**config.mk**
```make
export PLATFORM = sky130hd
export DESIGN_NAME = sha256_byte_stream_hasher
export DESIGN_NICKNAME = d
export VERILOG_FILES = /design/src/rtl/sha_pkg.sv /design/src/rtl/sha_core.sv /design/src/rtl/sha256_byte_stream_hasher.sv
export SDC_FILE = /design/constraint.sdc
export NUM_CORES = 2
export LEC_CHECK = 0
export ABC_AREA = 0
export ABC_CLOCK_PERIOD_IN_PS = 15500
export BUFFER_PORTS_ARGS = -buffer_cell sky130_fd_sc_hd__buf_2
export CAP_MARGIN = 20
export CORE_MARGIN = 2
export CORE_UTILIZATION = 62
export DETAILED_ROUTE_END_ITERATION = 7
export PLACE_DENSITY = 0.8
export SYNTH_ARGS = -nofsm -noshare
export SYNTH_HDL_FRONTEND = slang
export SYNTH_SLANG_ARGS = --single-unit
```
**constraint.sdc**
```tcl
create_clock -name clk -period 15.5 [get_ports clk]
set_input_delay 3.1 -clock clk [delete_from_list [all_inputs] [get_ports clk]]
set_output_delay 3.1 -clock clk [all_outputs]
set_load 0.005 [all_outputs]
```
**src/rtl/sha_pkg.sv**
```systemverilog
// shared types, constants and tables of the sha-256 byte stream hasher
package sha_pkg;

	localparam logic [7:0] PAD_BYTE   = 8'h80;
	localparam logic [5:0] LEN_POS    = 6'd56;
	localparam logic [5:0] BLOCK_LAST = 6'd63;
	localparam logic [2:0] WORD_LAST  = 3'd7;

	// commands from the sequencer to the compression core
	typedef struct packed {
		logic       shift_en;
		logic [7:0] shift_byte;
		logic       start;
		logic       init;
	} sha_cmd_t;

	// status from the compression core
	typedef struct packed {
		logic busy;
	} sha_stat_t;

	function automatic logic [31:0] sha_iv(input logic [2:0] idx);
		logic [31:0] v;
		unique case (idx)
			3'd0: v = 32'h6a09e667;
			3'd1: v = 32'hbb67ae85;
			3'd2: v = 32'h3c6ef372;
			3'd3: v = 32'ha54ff53a;
			3'd4: v = 32'h510e527f;
			3'd5: v = 32'h9b05688c;
			3'd6: v = 32'h1f83d9ab;
			3'd7: v = 32'h5be0cd19;
			default: v = 32'h0;
		endcase
		return v;
	endfunction

	function automatic logic [31:0] sha_k(input logic [5:0] idx);
		logic [31:0] v;
		unique case (idx)
			6'd0:  v = 32'h428a2f98; 6'd1:  v = 32'h71374491;
			6'd2:  v = 32'hb5c0fbcf; 6'd3:  v = 32'he9b5dba5;
			6'd4:  v = 32'h3956c25b; 6'd5:  v = 32'h59f111f1;
			6'd6:  v = 32'h923f82a4; 6'd7:  v = 32'hab1c5ed5;
			6'd8:  v = 32'hd807aa98; 6'd9:  v = 32'h12835b01;
			6'd10: v = 32'h243185be; 6'd11: v = 32'h550c7dc3;
			6'd12: v = 32'h72be5d74; 6'd13: v = 32'h80deb1fe;
			6'd14: v = 32'h9bdc06a7; 6'd15: v = 32'hc19bf174;
			6'd16: v = 32'he49b69c1; 6'd17: v = 32'hefbe4786;
			6'd18: v = 32'h0fc19dc6; 6'd19: v = 32'h240ca1cc;
			6'd20: v = 32'h2de92c6f; 6'd21: v = 32'h4a7484aa;
			6'd22: v = 32'h5cb0a9dc; 6'd23: v = 32'h76f988da;
			6'd24: v = 32'h983e5152; 6'd25: v = 32'ha831c66d;
			6'd26: v = 32'hb00327c8; 6'd27: v = 32'hbf597fc7;
			6'd28: v = 32'hc6e00bf3; 6'd29: v = 32'hd5a79147;
			6'd30: v = 32'h06ca6351; 6'd31: v = 32'h14292967;
			6'd32: v = 32'h27b70a85; 6'd33: v = 32'h2e1b2138;
			6'd34: v = 32'h4d2c6dfc; 6'd35: v = 32'h53380d13;
			6'd36: v = 32'h650a7354; 6'd37: v = 32'h766a0abb;
			6'd38: v = 32'h81c2c92e; 6'd39: v = 32'h92722c85;
			6'd40: v = 32'ha2bfe8a1; 6'd41: v = 32'ha81a664b;
			6'd42: v = 32'hc24b8b70; 6'd43: v = 32'hc76c51a3;
			6'd44: v = 32'hd192e819; 6'd45: v = 32'hd6990624;
			6'd46: v = 32'hf40e3585; 6'd47: v = 32'h106aa070;
			6'd48: v = 32'h19a4c116; 6'd49: v = 32'h1e376c08;
			6'd50: v = 32'h2748774c; 6'd51: v = 32'h34b0bcb5;
			6'd52: v = 32'h391c0cb3; 6'd53: v = 32'h4ed8aa4a;
			6'd54: v = 32'h5b9cca4f; 6'd55: v = 32'h682e6ff3;
			6'd56: v = 32'h748f82ee; 6'd57: v = 32'h78a5636f;
			6'd58: v = 32'h84c87814; 6'd59: v = 32'h8cc70208;
			6'd60: v = 32'h90befffa; 6'd61: v = 32'ha4506ceb;
			6'd62: v = 32'hbef9a3f7; 6'd63: v = 32'hc67178f2;
			default: v = 32'h0;
		endcase
		return v;
	endfunction

endpackage

```
**src/rtl/sha_core.sv**
```systemverilog
// sha-256 compression core: block window, one round per cycle, chaining words
module sha_core import sha_pkg::*; (
	input  logic        clk,
	input  logic        arst_n,
	input  sha_cmd_t    cmd,
	input  logic [2:0]  rd_idx,
	output sha_stat_t   stat,
	output logic [31:0] rd_word
);

	function automatic logic [31:0] rotr(input logic [31:0] x, input int unsigned n);
		return (x >> n) | (x << (32 - n));
	endfunction

	logic [31:0] chain_q [8];
	logic [31:0] v_q     [8];
	logic [31:0] w_q     [16];
	logic [5:0]  round_q;
	logic        busy_q;
	logic        fin_q;

	logic [31:0] big0, big1, ch, maj, t1, t2, s0, s1, w_new;

	always_comb begin
		big1  = rotr(v_q[4], 6) ^ rotr(v_q[4], 11) ^ rotr(v_q[4], 25);
		ch    = (v_q[4] & v_q[5]) ^ (~v_q[4] & v_q[6]);
		t1    = v_q[7] + big1 + ch + sha_k(round_q) + w_q[0];
		big0  = rotr(v_q[0], 2) ^ rotr(v_q[0], 13) ^ rotr(v_q[0], 22);
		maj   = (v_q[0] & v_q[1]) ^ (v_q[0] & v_q[2]) ^ (v_q[1] & v_q[2]);
		t2    = big0 + maj;
		s0    = rotr(w_q[1], 7) ^ rotr(w_q[1], 18) ^ (w_q[1] >> 3);
		s1    = rotr(w_q[14], 17) ^ rotr(w_q[14], 19) ^ (w_q[14] >> 10);
		w_new = s1 + w_q[9] + s0 + w_q[0];
	end

	// control and chaining state
	always_ff @(posedge clk or negedge arst_n) begin
		if (!arst_n) begin
			busy_q  <= 1'b0;
			fin_q   <= 1'b0;
			round_q <= '0;
			for (int i = 0; i < 8; i++) chain_q[i] <= sha_iv(3'(i));
		end else begin
			if (cmd.start) begin
				busy_q  <= 1'b1;
				round_q <= '0;
			end else if (busy_q) begin
				round_q <= round_q + 6'd1;
				if (round_q == BLOCK_LAST) begin
					busy_q <= 1'b0;
					fin_q  <= 1'b1;
				end
			end
			if (fin_q) begin
				fin_q <= 1'b0;
				for (int i = 0; i < 8; i++) chain_q[i] <= chain_q[i] + v_q[i];
			end else if (cmd.init) begin
				for (int i = 0; i < 8; i++) chain_q[i] <= sha_iv(3'(i));
			end
		end
	end

	// working variables and message window
	always_ff @(posedge clk) begin
		if (cmd.start) begin
			for (int i = 0; i < 8; i++) v_q[i] <= chain_q[i];
		end else if (busy_q) begin
			v_q[7] <= v_q[6];
			v_q[6] <= v_q[5];
			v_q[5] <= v_q[4];
			v_q[4] <= v_q[3] + t1;
			v_q[3] <= v_q[2];
			v_q[2] <= v_q[1];
			v_q[1] <= v_q[0];
			v_q[0] <= t1 + t2;
		end
		if (busy_q) begin
			for (int j = 0; j < 15; j++) w_q[j] <= w_q[j + 1];
			w_q[15] <= w_new;
		end else if (cmd.shift_en) begin
			// bytes enter at the bottom, first byte ends up in the top of word 0
			for (int j = 0; j < 15; j++) w_q[j] <= {w_q[j][23:0], w_q[j + 1][31:24]};
			w_q[15] <= {w_q[15][23:0], cmd.shift_byte};
		end
	end

	assign stat.busy = busy_q | fin_q;
	assign rd_word   = chain_q[rd_idx];

endmodule

```
**src/rtl/sha256_byte_stream_hasher.sv**
```systemverilog
// top level of the sha-256 byte stream hasher: byte intake, padding sequencer, digest output
//
// usage
// - input channel (in_valid / in_ready) carries one item: data_byte, byte_valid and
//   end_of_message; an item with byte_valid low adds no byte, end_of_message closes
//   the message after this item's byte
// - output channel (out_valid / out_ready) carries the digest as eight items,
//   digest_word big-endian, word_index 0 to 7, last_word high on the eighth
// - an item that neither fills the 64-byte block nor ends the message keeps in_ready high
// - the item that fills a block holds off in_ready while the round unit runs its 64 rounds,
//   the words are folded into the chain and the sequencer returns to intake
// - end of message shifts the pad byte, zero fill and the 8 length bytes through the
//   block window one byte per cycle, runs the compression of each block (one or two
//   blocks), then presents the eight words one per accepted item
// - in_ready stays low from end of message until the eighth word is taken; a stall on
//   out_ready simply holds the current word, nothing is lost
// - reset clears the length count and fill count and loads the standard initial hash;
//   block window contents are not reset, every byte is written before it is used
// - the byte counter wraps, so the bit length used in padding wraps modulo 2^64
module sha256_byte_stream_hasher import sha_pkg::*; (
	input  logic        clk,
	input  logic        arst_n,
	input  logic        in_valid,
	output logic        in_ready,
	input  logic [7:0]  data_byte,
	input  logic        byte_valid,
	input  logic        end_of_message,
	output logic        out_valid,
	input  logic        out_ready,
	output logic [31:0] digest_word,
	output logic [2:0]  word_index,
	output logic        last_word
);

	localparam logic [1:0] ST_IDLE = 2'd0;
	localparam logic [1:0] ST_PAD  = 2'd1;
	localparam logic [1:0] ST_COMP = 2'd2;
	localparam logic [1:0] ST_OUT  = 2'd3;

	logic [1:0]  state_q, after_q;
	logic [5:0]  fill_q;
	logic [60:0] byte_cnt_q;   // message length in bytes, bit length is this times 8
	logic [63:0] len_q;        // bit length latched at end of message
	logic        pad_first_q;  // next pad byte is the 0x80 marker
	logic        extra_q;      // marker landed in the length field, block needs no length
	logic [2:0]  idx_q;

	sha_cmd_t    cmd;
	sha_stat_t   stat;
	logic [31:0] rd_word;

	logic        in_acc, out_acc;
	logic        in_full;
	logic        pad_tail;     // pad position inside the length field
	logic        extra_now;
	logic [2:0]  len_k;
	logic [7:0]  pad_byte;
	logic [60:0] byte_cnt_nx;

	assign in_ready  = (state_q == ST_IDLE);
	assign in_acc    = in_valid & in_ready;
	assign out_valid = (state_q == ST_OUT);
	assign out_acc   = out_valid & out_ready;

	assign in_full     = byte_valid & (fill_q == BLOCK_LAST);
	assign byte_cnt_nx = byte_cnt_q + {60'd0, byte_valid};
	assign pad_tail    = (fill_q >= LEN_POS);
	assign extra_now   = extra_q | (pad_first_q & pad_tail);
	assign len_k       = WORD_LAST - fill_q[2:0];

	always_comb begin
		priority if (pad_first_q)
			pad_byte = PAD_BYTE;
		else if (pad_tail && !extra_q)
			pad_byte = len_q[{len_k, 3'b000} +: 8];
		else
			pad_byte = 8'h00;
	end

	// commands to the core
	always_comb begin
		cmd = '0;
		unique case (state_q)
			ST_IDLE: begin
				cmd.shift_en   = in_acc & byte_valid;
				cmd.shift_byte = data_byte;
				cmd.start      = in_acc & in_full;
			end
			ST_PAD: begin
				cmd.shift_en   = 1'b1;
				cmd.shift_byte = pad_byte;
				cmd.start      = (fill_q == BLOCK_LAST);
			end
			ST_COMP: begin
			end
			ST_OUT: begin
				cmd.init = out_acc & (idx_q == WORD_LAST);
			end
			default: begin
			end
		endcase
	end

	always_ff @(posedge clk or negedge arst_n) begin
		if (!arst_n) begin
			state_q     <= ST_IDLE;
			after_q     <= ST_IDLE;
			fill_q      <= '0;
			byte_cnt_q  <= '0;
			pad_first_q <= 1'b0;
			extra_q     <= 1'b0;
			idx_q       <= '0;
		end else begin
			unique case (state_q)
				ST_IDLE: begin
					if (in_acc) begin
						if (byte_valid) begin
							fill_q     <= fill_q + 6'd1;
							byte_cnt_q <= byte_cnt_nx;
						end
						if (end_of_message) begin
							pad_first_q <= 1'b1;
							extra_q     <= 1'b0;
						end
						if (in_full) begin
							state_q <= ST_COMP;
							after_q <= end_of_message ? ST_PAD : ST_IDLE;
						end else if (end_of_message) begin
							state_q <= ST_PAD;
						end
					end
				end
				ST_PAD: begin
					fill_q      <= fill_q + 6'd1;
					pad_first_q <= 1'b0;
					if (fill_q == BLOCK_LAST) begin
						// block complete: compress, then more padding or the digest
						extra_q <= 1'b0;
						state_q <= ST_COMP;
						after_q <= extra_now ? ST_PAD : ST_OUT;
					end else begin
						extra_q <= extra_now;
					end
				end
				ST_COMP: begin
					if (!stat.busy) state_q <= after_q;
				end
				ST_OUT: begin
					if (out_acc) begin
						idx_q <= idx_q + 3'd1;
						if (idx_q == WORD_LAST) begin
							state_q    <= ST_IDLE;
							byte_cnt_q <= '0;
						end
					end
				end
				default: state_q <= ST_IDLE;
			endcase
		end
	end

	// bit length, latched with the closing item
	always_ff @(posedge clk) begin
		if (in_acc && end_of_message) len_q <= {byte_cnt_nx, 3'b000};
	end

	sha_core u_core (
		.clk     (clk),
		.arst_n  (arst_n),
		.cmd     (cmd),
		.rd_idx  (idx_q),
		.stat    (stat),
		.rd_word (rd_word)
	);

	assign digest_word = rd_word;
	assign word_index  = idx_q;
	assign last_word   = (idx_q == WORD_LAST);

endmodule

```
==> metrics <==
Max FO, Critical Path 23; Yosys cell types 89; hold crit path type flip-flop to flip-flop; Max Clk Rate 93.88 MHz; Final ANT Viol Nets 0; crit path DAT 11.21 ns; hpwl dp 175000 µm; RD Place Congestion 1.039; Syn Std Cell Area 78240 µm²; Syn. warnings 0; Post-synth EDFFs 829; vias in the first global route 57370; Mapped Cells 7017; clk sink count 1169; peak supply drop 0.0001116 V; Commonest cells post-synth edfxtp_1, mux2_2, o21ai_0; CP max stage cell nor2_1; pre-CTS WS 5.072 ns; Tot Pwr 0.006648 W; cell count of the worst hold path 1; GRT Total Usage 0.3693; initial core utilization 0.6239; mean post-synth cell area 11.15 µm²; RSZ-0062 raised after global routing no; CP peak stage delay 0.84 ns; register area share after synthesis 0.4291; Max Buffers Root-to-Sink 3; H-tree level count 4; Core Region 125400 µm²; worst-skew pair later-pin latency 0.81 ns; syn nets 7624; Clock transition at path regs 0.06 ns; TritonRoute pass-1 iters 5; period utilisation layout 0.6872; fin crit period 10.65 ns; share of flip-flops with an asynchronous set or reset 0.2908; final hold vios 0; CP Capture Type flip-flop; post-synth top area share 0.3182; critical path type flip-flop to flip-flop; Critical Path RT 16.06 ns; Reg2Reg Setup Slack 4.85 ns; layout cells sized above 1 0.1885; die footprint 129000 µm²; Site Rows 130; top post-synthesis cells by area edfxtp_1, mux2_2, dfrtp_1, ha_1, fa_1; Primary FF master, synth edfxtp_1; run status completed; chip height 359.2 µm; Max Cap Violations 0; Area Overhead vs Synth 7.966%; Worst Tran Pin Value 1.407 ns; routed wire length 240900 µm; CTS Hold Bufs 0; Fill cells 9201; DRC viols 0; setup tns final 0 ns; PwrDens 78.71 nW/µm²; Yosys reg bits 1169; Num CTS Buffers 134; top-level I/O count 52; CTS root buffer clkbuf_16; CTS tree done; clk_skew 0.04730 ns; first-pass GRT wire length 358600 µm; Leak 30.56 nW; Layout Utilization 0.6736; Slew Limit Fails 0; largest net degree at the start of global routing 221; nets 7541; port bufs 51; Finished Layout Cells 8699; cell taking the most area after synthesis edfxtp_1; Finish-stage setup viols 0; WL/cell 27.69 µm; Post-CTS Setup Bufs 0; CP most frequent cell inv_1; Vias/cell 6.717; antenna violations before repair 16; Overflow after GRT 0; slew margin rel. 0.06186; startpoint types flip-flop; DR iter-0 viols 6908; Vias 58430; most numerous cell in the Yosys netlist edfxtp_1; post-cts sizing count 0; die width 359.2 µm; fin worst setup slack 4.848 ns; Inst Count DP 8447; worst reg2reg path depth 33
sequential cells by signal, summed over array words and instances, names as in the netlist, 3 cells and up:
register        flops
u_core.round_q      6
fill_q              6
len_q              61
byte_cnt_q         61
u_core.chain_q    256
u_core.w_q        512
u_core.v_q        256
word_index          3
layout make-up:
| class | instances | area (µm²) | share of cell area |
|---|---|---|---|
| diodes | 5 | 12.51 | 0.0001481 |
| clock buffers | 172 | 3546 | 0.04198 |
| multi-input cells | 5168 | 42170 | 0.4992 |
| repair buffers | 113 | 790.8 | 0.009362 |
| well taps | 1650 | 2064 | 0.02444 |
| inverters | 348 | 1309 | 0.01549 |
| flip-flops and latches | 1169 | 33590 | 0.3977 |
| clock inverters | 74 | 980.9 | 0.01161 |
worst max-delay path, delay by kind of cell, from the launching register on:
| kind | cells | cell delay [ns] |
|---|---|---|
| buffers and inverters | 6 | 1.02 |
| AO/OA/AOI/OAI | 12 | 4.07 |
| XOR/XNOR | 1 | 0.21 |
| flip-flops | 1 | 0.70 |
| adder cells (fa/ha/maj) | 7 | 2.49 |
| AND/OR/NAND/NOR | 7 | 1.90 |
cells by family after synthesis:
family,share of synthesized area
AO/OA/AOI/OAI,0.1372
XOR/XNOR,0.07019
adder cells (fa/ha/maj),0.1138
buffers and inverters,0.03267
flip-flops,0.4291
multiplexers,0.1361
AND/OR/NAND/NOR,0.08091
per-stage QoR:
step / hold WS, ns / area [µm²]
floorplan: 0.4562 / 78240
global placement: 0.4778 / 79920
CTS: 0.5011 / 84450
global route: 0.5230 / 84460
detailed placement: 0.4881 / 79920
finish: 0.5067 / 84470
path summary, 6_finish.rpt:
check                                  startpoint                  end
max in group asynchronous                  arst_n        word_index[1]
worst min register to register          fill_q[5]            fill_q[5]
worst max-delay path            u_core.round_q[5]    u_core.v_q[0][30]
min in group asynchronous                  arst_n  u_core.chain_q[128]
worst max register to register  u_core.round_q[5]    u_core.v_q[0][30]
worst min-delay path                    fill_q[5]            fill_q[5]
power breakdown:
group | internal [W] | total, W | switching, W | leakage [nW]
clock network | 0.00190 | 0.00331 | 0.00141 | 2.18
registers | 0.00332 | 0.00332 | 0 | 9.99
logic | 0.00000245 | 0.0000239 | 0.0000215 | 18.4
total | 0.00522 | 0.00665 | 0.00143 | 30.6
placed cells by master (no fill, tap or decap), types with 37 or more instances in the layout:
cell type / instances
edfxtp_1: 829
mux2_2: 747
o21ai_0: 492
nand2_1: 461
a21oi_1: 449
ha_1: 398
xnor2_1: 386
nor2_1: 379
inv_1: 345
xor2_1: 241
dfrtp_1: 196
a21o_1: 195
fa_1: 195
dfstp_2: 136
clkbuf_16: 134
nand3_1: 116
mux4_2: 83
a31oi_1: 72
nor3_1: 69
and3_1: 67
o21a_1: 60
o31ai_1: 59
a211oi_1: 57
nand2b_1: 57
buf_4: 56
buf_2: 50
nor2b_1: 48
o21bai_1: 45
nand4_1: 40
a22o_1: 38
mux2i_1: 37
routing by layer:
| metal | share of wire | track usage | routed length [µm] |
|---|---|---|---|
| met5 | 0.00019 | 0 | 46 |
| met2 | 0.44 | 0.5569 | 106600 |
| met4 | 0.073 | 0.2333 | 17480 |
| met3 | 0.099 | 0.08247 | 23780 |
| met1 | 0.39 | 0.4858 | 93050 |
Power figures use the tool's default switching activity.
